### src/cst_pkg.sv
// ----------------------------------------------------------------------------
// cst_pkg
// Shared types, character codes and word tables of the token scanner.
// ----------------------------------------------------------------------------
package cst_pkg;

    typedef enum logic [3:0] {
        KIND_INT    = 4'd0,
        KIND_PUNCT  = 4'd1,
        KIND_SOP    = 4'd2,
        KIND_BOP    = 4'd3,
        KIND_ASSIGN = 4'd4,
        KIND_STR    = 4'd5,
        KIND_TYPE   = 4'd6,
        KIND_KEY    = 4'd7,
        KIND_IDENT  = 4'd8,
        KIND_END    = 4'd9,
        KIND_ERR    = 4'd10
    } kind_t;

    typedef enum logic [2:0] {
        MODE_IDLE = 3'd0,
        MODE_INT  = 3'd1,
        MODE_DOP  = 3'd2,
        MODE_STR  = 3'd3,
        MODE_WORD = 3'd4,
        MODE_HALT = 3'd5
    } mode_t;

    typedef struct packed {
        kind_t       kind;
        logic [31:0] start_pos;
        logic [7:0]  length;
        logic [7:0]  first_char;
        logic [7:0]  second_char;
        logic        last;
    } result_t;

    localparam int RQ_DEPTH = 4;
    localparam int RQ_AW    = 2;
    localparam int RQ_CW    = 3;

    localparam logic [7:0] CH_SPACE   = 8'h20;
    localparam logic [7:0] CH_NL      = 8'h0A;
    localparam logic [7:0] CH_QUOTE   = 8'h22;
    localparam logic [7:0] CH_LPAREN  = 8'h28;
    localparam logic [7:0] CH_RPAREN  = 8'h29;
    localparam logic [7:0] CH_LBRACE  = 8'h7B;
    localparam logic [7:0] CH_RBRACE  = 8'h7D;
    localparam logic [7:0] CH_SEMI    = 8'h3B;
    localparam logic [7:0] CH_PLUS    = 8'h2B;
    localparam logic [7:0] CH_MINUS   = 8'h2D;
    localparam logic [7:0] CH_SLASH   = 8'h2F;
    localparam logic [7:0] CH_STAR    = 8'h2A;
    localparam logic [7:0] CH_PERCENT = 8'h25;
    localparam logic [7:0] CH_EQ      = 8'h3D;
    localparam logic [7:0] CH_BAR     = 8'h7C;
    localparam logic [7:0] CH_AMP     = 8'h26;
    localparam logic [7:0] CH_LT      = 8'h3C;
    localparam logic [7:0] CH_GT      = 8'h3E;
    localparam logic [7:0] CH_BANG    = 8'h21;

    // bool, int, void, while; padded with zeros
    localparam logic [7:0] WORD_TEXT [4][8] = '{
        '{8'h62, 8'h6F, 8'h6F, 8'h6C, 8'h00, 8'h00, 8'h00, 8'h00},
        '{8'h69, 8'h6E, 8'h74, 8'h00, 8'h00, 8'h00, 8'h00, 8'h00},
        '{8'h76, 8'h6F, 8'h69, 8'h64, 8'h00, 8'h00, 8'h00, 8'h00},
        '{8'h77, 8'h68, 8'h69, 8'h6C, 8'h65, 8'h00, 8'h00, 8'h00}
    };
    localparam logic [7:0] WORD_LEN [4] = '{8'd4, 8'd3, 8'd4, 8'd5};

    function automatic logic is_digit(input logic [7:0] c);
        return (c >= 8'h30) && (c <= 8'h39);
    endfunction

    function automatic logic is_letter(input logic [7:0] c);
        return ((c >= 8'h61) && (c <= 8'h7A)) || ((c >= 8'h41) && (c <= 8'h5A));
    endfunction

    function automatic logic is_punct(input logic [7:0] c);
        return (c == CH_LPAREN) || (c == CH_RPAREN) || (c == CH_LBRACE) ||
               (c == CH_RBRACE) || (c == CH_SEMI);
    endfunction

    function automatic logic is_sop(input logic [7:0] c);
        return (c == CH_PLUS) || (c == CH_MINUS) || (c == CH_SLASH) ||
               (c == CH_STAR) || (c == CH_PERCENT);
    endfunction

    function automatic logic is_dop(input logic [7:0] c);
        return (c == CH_EQ) || (c == CH_BAR) || (c == CH_AMP) ||
               (c == CH_LT) || (c == CH_GT) || (c == CH_BANG);
    endfunction

    function automatic kind_t word_kind(input logic [3:0] flags, input logic [7:0] len);
        kind_t k;
        k = KIND_IDENT;
        if (flags[0] && (len == WORD_LEN[0])) k = KIND_TYPE;
        else if (flags[1] && (len == WORD_LEN[1])) k = KIND_TYPE;
        else if (flags[2] && (len == WORD_LEN[2])) k = KIND_TYPE;
        else if (flags[3] && (len == WORD_LEN[3])) k = KIND_KEY;
        return k;
    endfunction

    function automatic result_t make_res(input kind_t k, input logic [31:0] start,
                                         input logic [7:0] len, input logic [15:0] held);
        result_t r;
        r.kind        = k;
        r.start_pos   = start;
        r.length      = len;
        r.first_char  = held[7:0];
        r.second_char = held[15:8];
        r.last        = 1'b0;
        return r;
    endfunction

endpackage

### src/cst_if.sv
// ----------------------------------------------------------------------------
// cst_if
// Valid/ready channels of the token scanner: characters in, tokens out.
// ----------------------------------------------------------------------------
interface cst_in_if;
    logic       valid;
    logic       ready;
    logic [7:0] ch;
    logic       end_of_input;

    modport source (output valid, output ch, output end_of_input, input ready);
    modport sink   (input valid, input ch, input end_of_input, output ready);
endinterface

interface cst_out_if;
    logic        valid;
    logic        ready;
    logic [3:0]  kind;
    logic [31:0] start_pos;
    logic [7:0]  length;
    logic [7:0]  first_char;
    logic [7:0]  second_char;
    logic        last;

    modport source (output valid, output kind, output start_pos, output length,
                    output first_char, output second_char, output last, input ready);
    modport sink   (input valid, input kind, input start_pos, input length,
                    input first_char, input second_char, input last, output ready);
endinterface

### src/cst_scan_core.sv
// ----------------------------------------------------------------------------
// cst_scan_core
// Scanner state and combinational classification of one request; yields up to
// two tokens per request.
// ----------------------------------------------------------------------------
module cst_scan_core #(
    parameter int MAX_TOKEN = 128
) (
    input  logic             clk,
    input  logic             rst_n,
    input  logic             accept,
    input  logic [7:0]       ch,
    input  logic             end_of_input,
    output logic             res0_valid,
    output cst_pkg::result_t res0,
    output logic             res1_valid,
    output cst_pkg::result_t res1
);

    localparam logic [7:0] MaxLen = 8'(MAX_TOKEN);

    cst_pkg::mode_t mode_reg, mode_next;
    logic [31:0]    pos_reg, pos_next;
    logic [31:0]    start_reg, start_next;
    logic [7:0]     len_reg, len_next;
    logic [15:0]    held_reg, held_next;
    logic [3:0]     flags_reg, flags_next;

    // fresh-token scan of ch at the current position
    cst_pkg::mode_t   id_mode;
    logic             id_set;
    logic [31:0]      id_start;
    logic [7:0]       id_len;
    logic [15:0]      id_held;
    logic [3:0]       id_flags;
    logic             id_v;
    cst_pkg::result_t id_res;

    logic        full;
    logic [15:0] held_ext;
    logic [3:0]  flags_ext;
    logic [31:0] pos_inc;

    logic             a_v;
    cst_pkg::result_t a_res;
    logic             b_v;
    cst_pkg::result_t b_res;

    assign full     = (len_reg >= MaxLen);
    assign pos_inc  = pos_reg + 32'd1;
    assign held_ext = (len_reg == 8'd0) ? {8'h00, ch} :
                      (len_reg == 8'd1) ? {ch, held_reg[7:0]} : held_reg;

    always_comb
    begin
        for (int k = 0; k < 4; k++)
        begin
            flags_ext[k] = flags_reg[k] && (len_reg < cst_pkg::WORD_LEN[k]) &&
                           (cst_pkg::WORD_TEXT[k][len_reg[2:0]] == ch);
        end
    end

    always_comb
    begin
        id_mode  = cst_pkg::MODE_IDLE;
        id_set   = 1'b0;
        id_start = pos_reg;
        id_len   = 8'd1;
        id_held  = {8'h00, ch};
        id_flags = flags_reg;
        id_v     = 1'b0;
        id_res   = cst_pkg::make_res(cst_pkg::KIND_ERR, pos_reg, 8'd0, {8'h00, ch});
        if (cst_pkg::is_digit(ch))
        begin
            id_mode = cst_pkg::MODE_INT;
            id_set  = 1'b1;
        end
        else if (cst_pkg::is_punct(ch))
        begin
            id_v   = 1'b1;
            id_res = cst_pkg::make_res(cst_pkg::KIND_PUNCT, pos_reg, 8'd1, {8'h00, ch});
        end
        else if (cst_pkg::is_sop(ch))
        begin
            id_v   = 1'b1;
            id_res = cst_pkg::make_res(cst_pkg::KIND_SOP, pos_reg, 8'd1, {8'h00, ch});
        end
        else if (cst_pkg::is_dop(ch))
        begin
            id_mode = cst_pkg::MODE_DOP;
            id_set  = 1'b1;
        end
        else if (ch == cst_pkg::CH_QUOTE)
        begin
            id_mode  = cst_pkg::MODE_STR;
            id_set   = 1'b1;
            id_start = pos_inc;
            id_len   = 8'd0;
            id_held  = 16'h0000;
        end
        else if (cst_pkg::is_letter(ch))
        begin
            id_mode = cst_pkg::MODE_WORD;
            id_set  = 1'b1;
            for (int k = 0; k < 4; k++)
            begin
                id_flags[k] = (cst_pkg::WORD_TEXT[k][0] == ch);
            end
        end
        else if ((ch == cst_pkg::CH_SPACE) || (ch == cst_pkg::CH_NL))
        begin
            id_mode = cst_pkg::MODE_IDLE;
        end
        else
        begin
            id_mode = cst_pkg::MODE_HALT;
            id_v    = 1'b1;
        end
    end

    // next state
    always_comb
    begin
        mode_next  = mode_reg;
        pos_next   = pos_reg;
        start_next = start_reg;
        len_next   = len_reg;
        held_next  = held_reg;
        flags_next = flags_reg;
        if (accept && (mode_reg != cst_pkg::MODE_HALT))
        begin
            if (end_of_input)
            begin
                if (mode_reg == cst_pkg::MODE_STR)
                begin
                    mode_next = cst_pkg::MODE_HALT;
                end
                else
                begin
                    mode_next  = cst_pkg::MODE_IDLE;
                    pos_next   = 32'd0;
                    start_next = 32'd0;
                    len_next   = 8'd0;
                    held_next  = 16'h0000;
                    flags_next = 4'h0;
                end
            end
            else
            begin
                pos_next = pos_inc;
                unique case (mode_reg)
                    cst_pkg::MODE_INT:
                    begin
                        if (cst_pkg::is_digit(ch))
                        begin
                            if (full)
                            begin
                                mode_next = cst_pkg::MODE_HALT;
                            end
                            else
                            begin
                                len_next  = len_reg + 8'd1;
                                held_next = held_ext;
                            end
                        end
                        else
                        begin
                            mode_next  = id_mode;
                            flags_next = id_flags;
                            if (id_set)
                            begin
                                start_next = id_start;
                                len_next   = id_len;
                                held_next  = id_held;
                            end
                        end
                    end
                    cst_pkg::MODE_DOP:
                    begin
                        if (cst_pkg::is_dop(ch))
                        begin
                            mode_next = cst_pkg::MODE_IDLE;
                            held_next = {ch, held_reg[7:0]};
                        end
                        else
                        begin
                            mode_next  = id_mode;
                            flags_next = id_flags;
                            if (id_set)
                            begin
                                start_next = id_start;
                                len_next   = id_len;
                                held_next  = id_held;
                            end
                        end
                    end
                    cst_pkg::MODE_STR:
                    begin
                        if (ch == cst_pkg::CH_QUOTE)
                        begin
                            mode_next = cst_pkg::MODE_IDLE;
                        end
                        else if (full)
                        begin
                            mode_next = cst_pkg::MODE_HALT;
                        end
                        else
                        begin
                            len_next  = len_reg + 8'd1;
                            held_next = held_ext;
                        end
                    end
                    cst_pkg::MODE_WORD:
                    begin
                        if (cst_pkg::is_letter(ch))
                        begin
                            if (full)
                            begin
                                mode_next = cst_pkg::MODE_HALT;
                            end
                            else
                            begin
                                len_next   = len_reg + 8'd1;
                                held_next  = held_ext;
                                flags_next = flags_ext;
                            end
                        end
                        else
                        begin
                            mode_next  = id_mode;
                            flags_next = id_flags;
                            if (id_set)
                            begin
                                start_next = id_start;
                                len_next   = id_len;
                                held_next  = id_held;
                            end
                        end
                    end
                    default:
                    begin
                        mode_next  = id_mode;
                        flags_next = id_flags;
                        if (id_set)
                        begin
                            start_next = id_start;
                            len_next   = id_len;
                            held_next  = id_held;
                        end
                    end
                endcase
            end
        end
    end

    // results: a closes the pending token or reports its error, b comes from the fresh scan or end
    always_comb
    begin
        a_v   = 1'b0;
        a_res = cst_pkg::make_res(cst_pkg::KIND_INT, start_reg, len_reg, held_reg);
        b_v   = 1'b0;
        b_res = id_res;
        if (accept && (mode_reg != cst_pkg::MODE_HALT))
        begin
            if (end_of_input)
            begin
                b_v   = (mode_reg != cst_pkg::MODE_STR);
                b_res = cst_pkg::make_res(cst_pkg::KIND_END, pos_reg, 8'd0, 16'h0000);
                unique case (mode_reg)
                    cst_pkg::MODE_INT:
                    begin
                        a_v = 1'b1;
                    end
                    cst_pkg::MODE_DOP:
                    begin
                        a_v   = 1'b1;
                        a_res = cst_pkg::make_res((held_reg[7:0] == cst_pkg::CH_EQ) ?
                                    cst_pkg::KIND_ASSIGN : cst_pkg::KIND_BOP,
                                    start_reg, 8'd1, held_reg);
                    end
                    cst_pkg::MODE_WORD:
                    begin
                        a_v   = 1'b1;
                        a_res = cst_pkg::make_res(cst_pkg::word_kind(flags_reg, len_reg),
                                    start_reg, len_reg, held_reg);
                    end
                    cst_pkg::MODE_STR:
                    begin
                        a_v   = 1'b1;
                        a_res = cst_pkg::make_res(cst_pkg::KIND_ERR, pos_reg, 8'd0, 16'h0000);
                    end
                    default:
                    begin
                        a_v = 1'b0;
                    end
                endcase
            end
            else
            begin
                unique case (mode_reg)
                    cst_pkg::MODE_INT:
                    begin
                        if (cst_pkg::is_digit(ch))
                        begin
                            a_v   = full;
                            a_res = cst_pkg::make_res(cst_pkg::KIND_ERR, pos_reg, 8'd0,
                                                      {8'h00, ch});
                        end
                        else
                        begin
                            a_v = 1'b1;
                            b_v = id_v;
                        end
                    end
                    cst_pkg::MODE_DOP:
                    begin
                        a_v = 1'b1;
                        if (cst_pkg::is_dop(ch))
                        begin
                            a_res = cst_pkg::make_res(cst_pkg::KIND_BOP, start_reg, 8'd2,
                                                      {ch, held_reg[7:0]});
                        end
                        else
                        begin
                            a_res = cst_pkg::make_res((held_reg[7:0] == cst_pkg::CH_EQ) ?
                                        cst_pkg::KIND_ASSIGN : cst_pkg::KIND_BOP,
                                        start_reg, 8'd1, held_reg);
                            b_v   = id_v;
                        end
                    end
                    cst_pkg::MODE_STR:
                    begin
                        if (ch == cst_pkg::CH_QUOTE)
                        begin
                            a_v   = 1'b1;
                            a_res = cst_pkg::make_res(cst_pkg::KIND_STR, start_reg, len_reg,
                                                      held_reg);
                        end
                        else
                        begin
                            a_v   = full;
                            a_res = cst_pkg::make_res(cst_pkg::KIND_ERR, pos_reg, 8'd0,
                                                      {8'h00, ch});
                        end
                    end
                    cst_pkg::MODE_WORD:
                    begin
                        if (cst_pkg::is_letter(ch))
                        begin
                            a_v   = full;
                            a_res = cst_pkg::make_res(cst_pkg::KIND_ERR, pos_reg, 8'd0,
                                                      {8'h00, ch});
                        end
                        else
                        begin
                            a_v   = 1'b1;
                            a_res = cst_pkg::make_res(cst_pkg::word_kind(flags_reg, len_reg),
                                        start_reg, len_reg, held_reg);
                            b_v   = id_v;
                        end
                    end
                    default:
                    begin
                        b_v = id_v;
                    end
                endcase
            end
        end
    end

    always_comb
    begin
        res0_valid = a_v || b_v;
        res0       = a_v ? a_res : b_res;
        res0.last  = !(a_v && b_v);
        res1_valid = a_v && b_v;
        res1       = b_res;
        res1.last  = 1'b1;
    end

    always_ff @(posedge clk or negedge rst_n)
    begin
        if (!rst_n)
        begin
            mode_reg  <= cst_pkg::MODE_IDLE;
            pos_reg   <= 32'd0;
            start_reg <= 32'd0;
            len_reg   <= 8'd0;
            held_reg  <= 16'h0000;
            flags_reg <= 4'h0;
        end
        else
        begin
            mode_reg  <= mode_next;
            pos_reg   <= pos_next;
            start_reg <= start_next;
            len_reg   <= len_next;
            held_reg  <= held_next;
            flags_reg <= flags_next;
        end
    end

endmodule

### src/cst_result_queue.sv
// ----------------------------------------------------------------------------
// cst_result_queue
// Small token queue: takes up to two tokens a cycle, hands out one.
// ----------------------------------------------------------------------------
module cst_result_queue (
    input  logic             clk,
    input  logic             rst_n,
    input  logic             push0,
    input  cst_pkg::result_t data0,
    input  logic             push1,
    input  cst_pkg::result_t data1,
    output logic             room,
    output logic             head_valid,
    output cst_pkg::result_t head,
    input  logic             pop
);

    cst_pkg::result_t              q_reg [cst_pkg::RQ_DEPTH];
    logic [cst_pkg::RQ_AW-1:0]     rd_reg, rd_next;
    logic [cst_pkg::RQ_AW-1:0]     wr_reg, wr_next;
    logic [cst_pkg::RQ_AW-1:0]     wr_alt;
    logic [cst_pkg::RQ_CW-1:0]     cnt_reg, cnt_next;
    logic                          do_pop;

    assign head_valid = (cnt_reg != '0);
    assign head       = q_reg[rd_reg];
    assign room       = (cnt_reg <= cst_pkg::RQ_CW'(cst_pkg::RQ_DEPTH - 2));
    assign do_pop     = pop && head_valid;
    assign wr_alt     = wr_reg + cst_pkg::RQ_AW'(1);

    always_comb
    begin
        rd_next  = do_pop ? rd_reg + cst_pkg::RQ_AW'(1) : rd_reg;
        wr_next  = wr_reg + cst_pkg::RQ_AW'(push0) + cst_pkg::RQ_AW'(push1);
        cnt_next = cnt_reg + cst_pkg::RQ_CW'(push0) + cst_pkg::RQ_CW'(push1)
                   - cst_pkg::RQ_CW'(do_pop);
    end

    always_ff @(posedge clk)
    begin
        for (int i = 0; i < cst_pkg::RQ_DEPTH; i++)
        begin
            if (push0 && (wr_reg == cst_pkg::RQ_AW'(i)))
            begin
                q_reg[i] <= data0;
            end
            else if (push1 && (wr_alt == cst_pkg::RQ_AW'(i)))
            begin
                q_reg[i] <= data1;
            end
        end
    end

    always_ff @(posedge clk or negedge rst_n)
    begin
        if (!rst_n)
        begin
            rd_reg  <= '0;
            wr_reg  <= '0;
            cnt_reg <= '0;
        end
        else
        begin
            rd_reg  <= rd_next;
            wr_reg  <= wr_next;
            cnt_reg <= cnt_next;
        end
    end

endmodule

### src/c_subset_token_scanner.sv
// A token is written into a four-entry token queue when the request that closes it is
// accepted, and is offered on the output from the queue head. Throughput: one character
// request per cycle while the queue has room; it absorbs requests that yield two tokens.
// Input stalls while fewer than two queue entries are free.
// Reset (rst_n low, asynchronous) clears the scanner to idle at offset zero and
// empties the queue; an error halts the scanner until the next reset.
// ----------------------------------------------------------------------------
// c_subset_token_scanner
// Byte-per-cycle lexer, while the token queue has room, for a small C subset,
// reporting tokens by kind, position, length and leading characters.
// ----------------------------------------------------------------------------
module c_subset_token_scanner #(
    parameter int MAX_TOKEN = 128
) (
    input  logic      clk,
    input  logic      rst_n,
    cst_in_if.sink    chars,
    cst_out_if.source tokens
);

    logic             accept;
    logic             room;
    logic             res0_valid;
    logic             res1_valid;
    cst_pkg::result_t res0;
    cst_pkg::result_t res1;
    logic             head_valid;
    cst_pkg::result_t head;

    assign chars.ready = room;
    assign accept      = chars.valid && room;

    cst_scan_core #(
        .MAX_TOKEN (MAX_TOKEN)
    ) u_core (
        .clk          (clk),
        .rst_n        (rst_n),
        .accept       (accept),
        .ch           (chars.ch),
        .end_of_input (chars.end_of_input),
        .res0_valid   (res0_valid),
        .res0         (res0),
        .res1_valid   (res1_valid),
        .res1         (res1)
    );

    cst_result_queue u_queue (
        .clk        (clk),
        .rst_n      (rst_n),
        .push0      (res0_valid),
        .data0      (res0),
        .push1      (res1_valid),
        .data1      (res1),
        .room       (room),
        .head_valid (head_valid),
        .head       (head),
        .pop        (tokens.ready)
    );

    assign tokens.valid       = head_valid;
    assign tokens.kind        = head.kind;
    assign tokens.start_pos   = head.start_pos;
    assign tokens.length      = head.length;
    assign tokens.first_char  = head.first_char;
    assign tokens.second_char = head.second_char;
    assign tokens.last        = head.last;

endmodule

### src/flat_wrapper.sv
// flat-port wrapper written by rule: the top's interface ports become plain ports
module c_subset_token_scanner_flat 
#(
    parameter int MAX_TOKEN = 128
)
  (clk, rst_n, chars_valid, chars_ch, chars_end_of_input, chars_ready, tokens_valid, tokens_kind, tokens_start_pos, tokens_length, tokens_first_char, tokens_second_char, tokens_last, tokens_ready);
  cst_in_if chars_i ();
  cst_out_if tokens_i ();
  input  logic clk;
  input  logic rst_n;
  input wire logic [$bits(chars_i.valid)-1:0] chars_valid;
  input wire logic [$bits(chars_i.ch)-1:0] chars_ch;
  input wire logic [$bits(chars_i.end_of_input)-1:0] chars_end_of_input;
  output wire logic [$bits(chars_i.ready)-1:0] chars_ready;
  output wire logic [$bits(tokens_i.valid)-1:0] tokens_valid;
  output wire logic [$bits(tokens_i.kind)-1:0] tokens_kind;
  output wire logic [$bits(tokens_i.start_pos)-1:0] tokens_start_pos;
  output wire logic [$bits(tokens_i.length)-1:0] tokens_length;
  output wire logic [$bits(tokens_i.first_char)-1:0] tokens_first_char;
  output wire logic [$bits(tokens_i.second_char)-1:0] tokens_second_char;
  output wire logic [$bits(tokens_i.last)-1:0] tokens_last;
  input wire logic [$bits(tokens_i.ready)-1:0] tokens_ready;
  assign chars_i.valid = chars_valid;
  assign chars_i.ch = chars_ch;
  assign chars_i.end_of_input = chars_end_of_input;
  assign chars_ready = chars_i.ready;
  assign tokens_valid = tokens_i.valid;
  assign tokens_kind = tokens_i.kind;
  assign tokens_start_pos = tokens_i.start_pos;
  assign tokens_length = tokens_i.length;
  assign tokens_first_char = tokens_i.first_char;
  assign tokens_second_char = tokens_i.second_char;
  assign tokens_last = tokens_i.last;
  assign tokens_i.ready = tokens_ready;
  c_subset_token_scanner #(.MAX_TOKEN(MAX_TOKEN)) u_core (.clk(clk), .rst_n(rst_n), .chars(chars_i), .tokens(tokens_i));
endmodule
### config.mk
export PLATFORM = sky130hd
export DESIGN_NAME = c_subset_token_scanner_flat
export DESIGN_NICKNAME = d
export VERILOG_FILES = /design/src/cst_pkg.sv /design/src/cst_if.sv /design/src/cst_scan_core.sv /design/src/cst_result_queue.sv /design/src/c_subset_token_scanner.sv /design/src/flat_wrapper.sv
export SDC_FILE = /design/constraint.sdc
export NUM_CORES = 1
export LEC_CHECK = 0
export BUFFER_PORTS_ARGS = -buffer_cell sky130_fd_sc_hd__clkbuf_2
export CAP_MARGIN = 40
export CORE_MARGIN = 2
export CORE_UTILIZATION = 60
export CTS_CLUSTER_SIZE = 14
export DETAILED_ROUTE_END_ITERATION = 6
export PLACE_DENSITY = 0.75
export SETUP_SLACK_MARGIN = 0.05
export SLEW_MARGIN = 40
export SYNTH_ARGS = -nofsm -noshare
export SYNTH_HDL_FRONTEND = slang
export SYNTH_SLANG_ARGS = --single-unit
### constraint.sdc
create_clock -name clk -period 22.9 [get_ports clk]
set_input_delay 2.29 -clock clk [delete_from_list [all_inputs] [get_ports clk]]
set_output_delay 2.29 -clock clk [all_outputs]
set_load 0.03 [all_outputs]
### Yosys cells after proc, flatten, opt, wreduce, memory -nomap -nowiden

Memories as Yosys holds them, arrays and structs flattened.
Cells that the tools add are included.

| operators by class | value |
|---|---|
| add/subtract/negate cells | 9 |
| $lt $le $gt $ge | 12 |
| equality and inequality tests | 50 |
| mux-type cells | 154 |
| bitwise operators | 6 |
| reduce and logical (&&, ||, !) cells | 56 |

Operators by type and width:

| kind | number |
|---|---|
| 61-bit two-way mux | 17 |
| 32-bit two-way mux | 12 |
| 61-bit case mux with 4 select lines | 1 |
| 61-bit case mux with 3 select lines | 1 |
| 8-bit two-way mux | 21 |
| 16-bit two-way mux | 10 |
| 8-bit by 6-bit equality test with 1-bit output (second input constant) | 16 |
| 32-bit case mux with 4 select lines | 1 |
| 61-bit OR reduction | 2 |
| 4-bit two-way mux | 16 |
| 16-bit case mux with 4 select lines | 1 |
| 60-bit two-way mux | 1 |
| 1-bit two-way mux | 51 |
| 3-bit two-way mux | 15 |
| 32-bit by 1-bit adder with 32-bit output (second input constant) | 1 |
| 7-bit by 8-bit equality test with 1-bit output (first input constant) | 4 |
| 8-bit equality test | 4 |
| 8-bit case mux with 4 select lines | 1 |
| 1-bit logical AND | 27 |
| 8-bit by 7-bit equality test with 1-bit output (second input constant) | 3 |
| 8-bit by 3-bit equality test with 1-bit output (second input constant) | 2 |
| 8-bit by 7-bit greater-or-equal comparator with 1-bit output (second input constant) | 2 |
| 8-bit by 7-bit less-or-equal comparator with 1-bit output (second input constant) | 2 |
| 1-bit logical OR | 16 |
| other kinds (40) | 60 |

| word-level totals | value |
|---|---|
| register bits | 102 |
| RAM bits | 244 |
| bits in read-only memories | 256 |
| input bits | 13 |
| output and inout port bits | 63 |
| word-level logic and storage cells | 302 |
| memories | 5 |

Memories:

| memory | depth | bits a word | rd ports | clocked after Yosys merged registers in | write ports | RTL line | text |
|---|---|---|---|---|---|---|---|
| u_core.u_queue.q_reg | 4 | 61 | 1 | 0 | 2 | cst_result_queue.sv:18 | `cst_pkg::result_t q_reg [cst_pkg::RQ_DEPTH];` |
| (name not given) | 8 | 8 | 1 | 0 | 0 | cst_scan_core.sv:59 | `(cst_pkg::WORD_TEXT[k][len_reg[2:0]] == ch);` |
| (name not given) | 8 | 8 | 1 | 0 | 0 | cst_scan_core.sv:59 |  |
| (name not given) | 8 | 8 | 1 | 0 | 0 | cst_scan_core.sv:59 |  |
| (name not given) | 8 | 8 | 1 | 0 | 0 | cst_scan_core.sv:59 |  |

### Depth between registers and ports, before layout

Gate-level depths: netlist of run 1.

| logic depth | value |
|---|---|
| depth after elaboration | 22 |
| mapped depth | 13 |
| depth with buffers taken out | 11 |

### Cells and area by module

From an unflattened synthesis of run 1, not the netlist that was laid out.

| second synthesis, totals | value |
|---|---|
| cell total of the unflattened synthesis | 1554 |
| area total of the unflattened synthesis | 19540.0 um^2 |

By module, submodules not included:

| module | times used | cells an instance | area each (um^2) | seq. area each (um^2) |
|---|---|---|---|---|
| cst_result_queue | 1 | 627 | 12106.6 | 7502.2 |
| cst_scan_core | 1 | 926 | 7427.1 | 2377.3 |
| c_subset_token_scanner | 1 | 1 | 6.3 | 0.0 |

### Worst setup path after synthesis of run 1

OpenSTA, ideal clock, no wires.

| timing | value |
|---|---|
| path type | input port to flip-flop |
| start | in chars_ch[2] |
| end | mem u_core.u_queue.q_reg[3][0] (netlist bit), enable pin |
| library setup time | 0.568 ns |
| data arrival time | 8.696 ns |
| required time | 22.332 ns |
| slack | 13.637 ns |
| stages | 10 |
| buffers on the path | 2 |
| path through | buf_2 -> or4_4 -> o22ai_4 -> nor2_2 -> buf_6 -> o41ai_4 -> nand2_1 -> inv_2 -> nor2_1 -> nor3b_1 |

RTL lines:

| element | RTL line | text |
|---|---|---|
| start: declaration | flat_wrapper.sv:12 | `input wire logic [$bits(chars_i.ch)-1:0] chars_ch;` |
| end: declaration | cst_result_queue.sv:18 |  |

==> results of run 1 <==
==> final cells by class <==
type                    count  area, um^2  area share
well taps                 396         495      0.0243
flip-flops and latches    346        9710       0.476
clock buffers              51        1070      0.0525
repair buffers            110         682      0.0334
multi-input cells        1099        8210       0.402
clock inverters            19         145     0.00711
inverters                  25        96.3     0.00472
==> cells by family after synthesis <==
family / after synthesis
muxes: 94
and+or+nand+nor: 488
adders and majority gates: 13
AOI/OAI and AO/OA: 449
xor gates and xnor gates: 55
DFF: 346
buffers and inverters: 180
==> layout by cell type, fill, tap and decap left out, drive strengths merged, types with 27 or more instances in the layout <==
master,instances
a21oi,60
a22o,59
buf,36
clkbuf,125
dfrtp,102
edfxtp,227
inv,27
mux4,61
nand2,172
nand3,39
nor2,102
nor3,37
o21ai,70
o2bb2ai,105
o31ai,41
xnor2,29
==> worst max-delay path: stages <==
cell and delay, ns:
clkbuf_2 0.37, and3b_1 0.34, o211ai_1 0.37, nand4_1 0.34, o41ai_4 0.61, nand2_1 0.35, inv_2 0.25, nand2_1 0.45
o21ai_4 0.40, buf_4 0.49
==> synthesized netlist by cell type (26+ instances only) <==
cell / instances / area (um^2)
xor2_1: 26 / 228
a21oi_1: 59 / 295
edfxtp_1: 227 / 6820
o21ai_0: 61 / 305
o2bb2ai_1: 105 / 920
nand3_1: 39 / 195
nor2_1: 101 / 379
mux4_2: 61 / 1370
nand2_1: 172 / 646
nor3_1: 37 / 185
clkbuf_1: 116 / 435
xnor2_1: 29 / 254
o31ai_1: 41 / 308
a22o_1: 59 / 517
dfrtp_1: 102 / 2550
==> where the power goes <==
| group | internal (mW) | switching [mW] | total, mW |
|---|---|---|---|
| Clock | 0.343 | 0.251 | 0.594 |
| Sequential | 0.791 | 0.101 | 0.892 |
| Combinational | 0.295 | 0.552 | 0.847 |
| Total | 1.43 | 0.903 | 2.33 |
==> per-layer routing <==
| metal | GRT usage | vias up |
|---|---|---|
| li1 | - | 6218 |
| met1 | 0.444 | 6999 |
| met2 | 0.522 | 642 |
| met3 | 0.0509 | 103 |
| met4 | 0.133 | 0 |
| met5 | 0 | - |
==> path summary, 6_finish.rpt <==
kind / from / end / slack [ns] / depth (start not counted)
setup / recovery: chars_ch[1] / u_core.u_queue.q_reg[0][2]$_SDFFCE_PP0P_ / 16.78 / 10
hold / removal: u_core.u_queue.q_reg[2][5]$_SDFFE_PP0P_ / u_core.u_queue.q_reg[2][5]$_SDFFE_PP0P_ / 0.46 / 1
setup reg to reg: u_core.u_core.mode_reg[1]$_DFFE_PN0P_ / u_core.u_queue.q_reg[0][41]$_DFFE_PP_ / 18.55 / 10
hold reg to reg: u_core.u_queue.q_reg[2][5]$_SDFFE_PP0P_ / u_core.u_queue.q_reg[2][5]$_SDFFE_PP0P_ / 0.46 / 1
max in group asynchronous: rst_n / u_core.u_queue.rd_reg[0]$_DFFE_PN0P_ / 20.10 / 2
min in group asynchronous: rst_n / u_core.u_core.held_reg[0]$_DFFE_PN0P_ / 1.77 / 1
==> stage by stage <==
stage / instance area, um^2 / cells / setup slack (ns) / utilization / hold WS (ns)
after floorplan: 18500 / 1625 / 13.64 / - / 0.421
after global placement: 19100 / 1972 / 16.02 / 0.625 / 0.442
after detailed placement: 19200 / 1976 / 16.17 / 0.629 / 0.449
after CTS: 20400 / 2046 / 16.69 / 0.669 / 0.463
after global routing: 20400 / 2046 / 16.41 / 0.669 / 0.476
final: 20400 / 2046 / 16.78 / 0.669 / 0.465
==> impl_results.md, run 1 <==
- Worst Skew: 0.0178 ns
- Die footprint: 0.0323 mm^2
- Total power: 2.33 mW
- Critical Path Start Type: primary input
- Pin count of the biggest net entering global routing: 66
- Max cap viols: 0
- Row count: 64
- Drc violations: 0
- Vias: 14000
- Compound-Gate Fraction of Synth Area: 0.179
- Final cycle utilization of the critical path: 0.267
- CTS tree: built
- Share of cells above drive strength 1: 0.165
- Ys flop type: edfxtp_1
- WL met2: 25100 um
- Mapped Area: 0.0185 mm^2
- GPL Wtd Cong: 1.02
- Yosys warns: 0
- Power per cell area: roughly 110 mW/mm^2
- Root buffer cell: clkbuf_16
- Routed length per instance: 25.4 um
- Total GRT Usage: 0.324
- Mux cell area share after synthesis: 0.0927
- Initial Util: 0.607
- Post-CTS Setup Inserts: 0
- Initial antenna violation count: 0
- RSZ-0062 raised after global routing: false
- Post-route setup TNS: 0 ns
- Post-synthesis adder-cell area fraction: 0.00987
- Hold Fails Final Rpt: 0
- Number of global-route vias before repair: 14000
- Slew HR: 0.366
- Post-Synthesis Cells: ~1600
- Post-synth EDFFs: roughly 230
- Reg clk slew, reported paths: 0.06 ns
- Syn Nets: 1650
- Worst vdd ir: 0.0799 mV
- Pleak: 7.29 nW
- Slew @ Worst Pin: 0.941 ns
- Post-CTS Hold Fix Bufs: 0
- Synthesized flop and latch total: between 300 and 400
- Syn_area_per_cell: 11.4 um^2
- Num CTS Buffers: 38
- CP arrival: 6.29 ns
- Post-DRT Antenna Nets: 0
- 1st-iter DRT viols: roughly 1500
- Final setup vio count: 0
- CP required: 23.07 ns
- Main combinational cell family by area after synthesis: compound AO/OA/AOI/OAI gates
- # diodes: 0
- Synth cell types: 86
- H-tree levels: 2
- Fin. max-slew vios: 0
- Met1 wire length: 21200 um
- Simple-gate area share of the yosys netlist: 0.128
- Sequential share of the synthesized area: 0.524
- GRT overflow: 0
- DP HPWL: 34300 um
- Fmax: roughly 160 MHz
- First-pass GRT wire length: ~82000 um
- Critical Path Fanout Max: 31
- HP Class: flop to flop
- Port-buffer cells: 75
- Final min period: 6.12 ns
- DR vias/cell: 6.82
- Core area: 0.0305 mm^2
- Post-CTS Resized: 0
- Setup CP Type: primary input to flop
- Die Span Y: 180 um
- Crit. End Element: flop
- I/O pin count: 76
- Xor/xnor share of the synthesized area: 0.0260
- Initial DRT Pass Iterations: 6
- NumNets Final: 1645
- Clk_lat worst skew: about 0.53 ns
- Fillcell total: between 2000 and 2500
- Top Layer Used: met4
- Max reg flops: around 240
- Final wirelength: 51900 um
- Longest Clk Path Bufs: 3
- Die Wd: 180 um
- Sink Count: 346
- Metal3 WL: approximately 3600 um
- FFs w/ async S/R, synth: 0.295
- Area grow syn2layout: 10.2%
- Status: completed
Power figures use the tool's default switching activity.
==> inputs of run 2 (changes only) <==
- ABC_AREA: default -> 1
- clock period: 22.9 -> 5.8 ns (I/O delays scaled with it)
==> run 2 against run 1 <==
Clock skew is 0.0028 ns lower. Combinational power grew to 6.1 times the previous value. Die area is 12% higher. Sequential power grew to 4.3 times the previous value. Critical path depth up 1. Sequential cell count unchanged. Cell area increased by 10%. Non-clock buffer count down 6. Clock power rose to 3.9 times the previous value. Largest power group is now combinational logic. Final cell count up 57%.
==> impl_results.md, run 2 <==
- Status: completed
- Area leader, netlist: edfxtp_1
- First-pass GRT wire length: 106000 um
- Die Wd: ~190 um
- Final setup vio count: 0
- Register share of total power: 0.339
- CP arrival: 4.75 ns
- Fin. max-slew vios: 0
- Clk_lat worst skew: between 0.5 and 0.6 ns
- Pin count of the biggest net entering global routing: 91
- Core area: 0.0344 mm^2
- Root buffer cell: clkbuf_16
- Final wirelength: 69700 um
- Post-DRT Antenna Nets: 0
- Sequential share of the synthesized area: 0.466
- Max cap viols: 0
- Total power: 11.3 mW
- Initial DRT Pass Iterations: 6
- Post-CTS Hold Fix Bufs: 0
- Comb pwr share: 0.457
- Most common cell in the netlist: nand2_1
- Grt peak-use layer: met2
- GRT overflow: 0
- Critical Path Start Type: flop
- Fmax: ~220 MHz
- Die Span Y: roughly 190 um
- DR vias/cell: 6.22
- Reg clk slew, reported paths: 0.07 ns
- Met2 Use GR: 0.580
- Final min period: 4.51 ns
- Worst Skew: 0.0150 ns
- Post-route setup TNS: 0 ns
- Initial Util: 0.607
- Vias: 20000
- RSZ-0062 raised after global routing: false
- Slew HR: 0.407
- CTS tree: built
- I/O pin count: 76
- Worst vdd ir: 0.561 mV
- Sink Count: 346
- Final cycle utilization of the critical path: 0.778
- Num CTS Buffers: 38
- Clk pwr share: 0.205
- Synthesized flop and latch total: 346
- Int Power: 5.84 mW
- Port-buffer cells: 75
- H-tree levels: 2
- Share of cells above drive strength 1: 0.0840
- Area grow syn2layout: 7.65%
- Yosys warns: 0
- Syn Nets: 2795
- Yosys top cell area share: 0.327
- Synth area leaders: edfxtp_1 33%, nand2_1 16%, dfrtp_1 12%
- Pleak: 9.57 nW
- Mapped Area: 0.0209 mm^2
- DP HPWL: 46400 um
- Finished Layout Cells: 3217
- DP Cell Count: 3148
- Number of global-route vias before repair: 18400
- Met1 Use GR: 0.559
- Longest Clk Path Bufs: 3
- CP required: between 6 and 7 ns
- Critical Path Fanout Max: 24
- Setup slack after placement: 1.24 ns
- GR met3 Demand/Resource: 0.0845
- NumNets Final: 2758
- Hold Fails Final Rpt: 0
- Fillcell total: 2965
- HP Class: primary input to asynchronous set/reset pin
- P_sw: 5.44 mW
- # diodes: 0
- Ys flop type: edfxtp_1
- Crit. End Element: flop
- Post-CTS Resized: 0
- Synth cell types: 51
- Post-synth top cells: 900 x nand2_1, 321 x o21ai_0, 233 x nor2_1
- Max reg flops: 244
- Post-Synthesis Cells: around 2800
- Commonest non-fill, non-tap cells in the layout: 896 x nand2_1, 318 x o21ai_0, 229 x nor2_1
- GPL Wtd Cong: 1.00
- Slew @ Worst Pin: 0.886 ns
- 1st-iter DRT viols: 2876
- Power per cell area: 503 mW/mm^2
- Post-CTS Setup Inserts: 0
- Final worst slack: between 1 and 1.5 ns
- Die footprint: 0.0363 mm^2
- Setup CP Type: flop to flop
- Total GRT Usage: 0.384
- Syn_area_per_cell: 7.53 um^2
- Leading cell type in the layout, fill and taps excluded: nand2_1
- Switch share: 0.482
- Routed length per instance: between 20 and 25 um
- Post-synth EDFFs: 227
- Initial antenna violation count: 0
- Drc violations: 0
- FFs w/ async S/R, synth: 0.295
- Row count: between 60 and 70
==> run 2: changes by cell type after synthesis, moves of 61 or more <==
cell / delta
o2bb2ai_1: -105
nand3_1: +166
nand2_1: +728
o22ai_1: +63
inv_1: +161
mux4_2: -61
o21ai_0: +260
nor2_1: +132
==> run 2: power by group through the flow <==
stage	clock network [mW]	registers [mW]	logic [mW]
finish	2.31	3.82	5.16
global route	2.40	3.86	5.56
CTS	2.31	3.79	5.06
detailed placement	0	3.83	5.03
global placement	0	3.81	4.94
floorplan	0	3.51	3.68
==> run 2: metal layers <==
layer	vias to the layer above	share of wire
met5	-	0
li1	9179	-
met1	9368	0.40
met2	1313	0.44
met4	0	0.027
met3	165	0.14
==> run 2: area by class of cell <==
cell class                 count  area, um^2  area share
clock buffer                  56        1080      0.0480
tap                          455         569      0.0254
clock inverter                13        85.1     0.00379
sequential                   346        9710       0.433
multi-input combinational   2036        9550       0.426
timing repair buffer         104         667      0.0297
inverter                     207         783      0.0349
==> run 2: path summary, 6_finish.rpt <==
kind	slack (ns)	cells after the start	start	to
setup / recovery	1.29	11	u_core.u_queue.cnt_reg[0]$_DFF_PN0_	u_core.u_queue.q_reg[2][49]$_DFFE_PP_
hold / removal	0.02	1	rst_n	u_core.u_core.flags_reg[2]$_DFFE_PN0P_
setup reg to reg	1.29	11	u_core.u_queue.cnt_reg[0]$_DFF_PN0_	u_core.u_queue.q_reg[2][49]$_DFFE_PP_
hold reg to reg	0.46	2	u_core.u_queue.q_reg[2][59]$_SDFFE_PP0P_	u_core.u_queue.q_reg[2][59]$_SDFFE_PP0P_
max in group asynchronous	4.77	2	rst_n	u_core.u_core.start_reg[26]$_DFFE_PN0P_
min in group clk	0.41	3	tokens_ready	u_core.u_queue.rd_reg[0]$_DFFE_PN0P_
==> run 2: logic make-up after synthesis <==
group / count (synthesis) / share of synthesized area
and+or+nand+nor: 1463 / 0.293
AOI/OAI and AO/OA: 518 / 0.137
buffers and inverters: 388 / 0.0788
DFF: 346 / 0.466
xor gates and xnor gates: 43 / 0.0181
adders and majority gates: 12 / 0.00828
==> run 2: through the flow <==
stage	utilization	cell area (um^2)	hold WS, ns
2_1_floorplan	-	20900	0.284
3_3_place_gp	0.617	21200	0.436
3_5_place_dp	0.619	21300	0.457
4_1_cts	0.653	22400	0.0340
5_1_grt	0.653	22400	0.0596
6_report	0.653	22400	0.0178
==> run 2: critical path, stage by stage, from the launching register on <==
cell and delay [ns]:
dfrtp_1 0.40, inv_1 0.08, nand2_1 0.05, o21bai_1 0.52, and3_1 0.63, inv_4 0.13, nor2_2 0.56, inv_2 0.23
nand3_2 0.22, nand2_1 0.38, nand2_2 0.67, buf_12 0.29
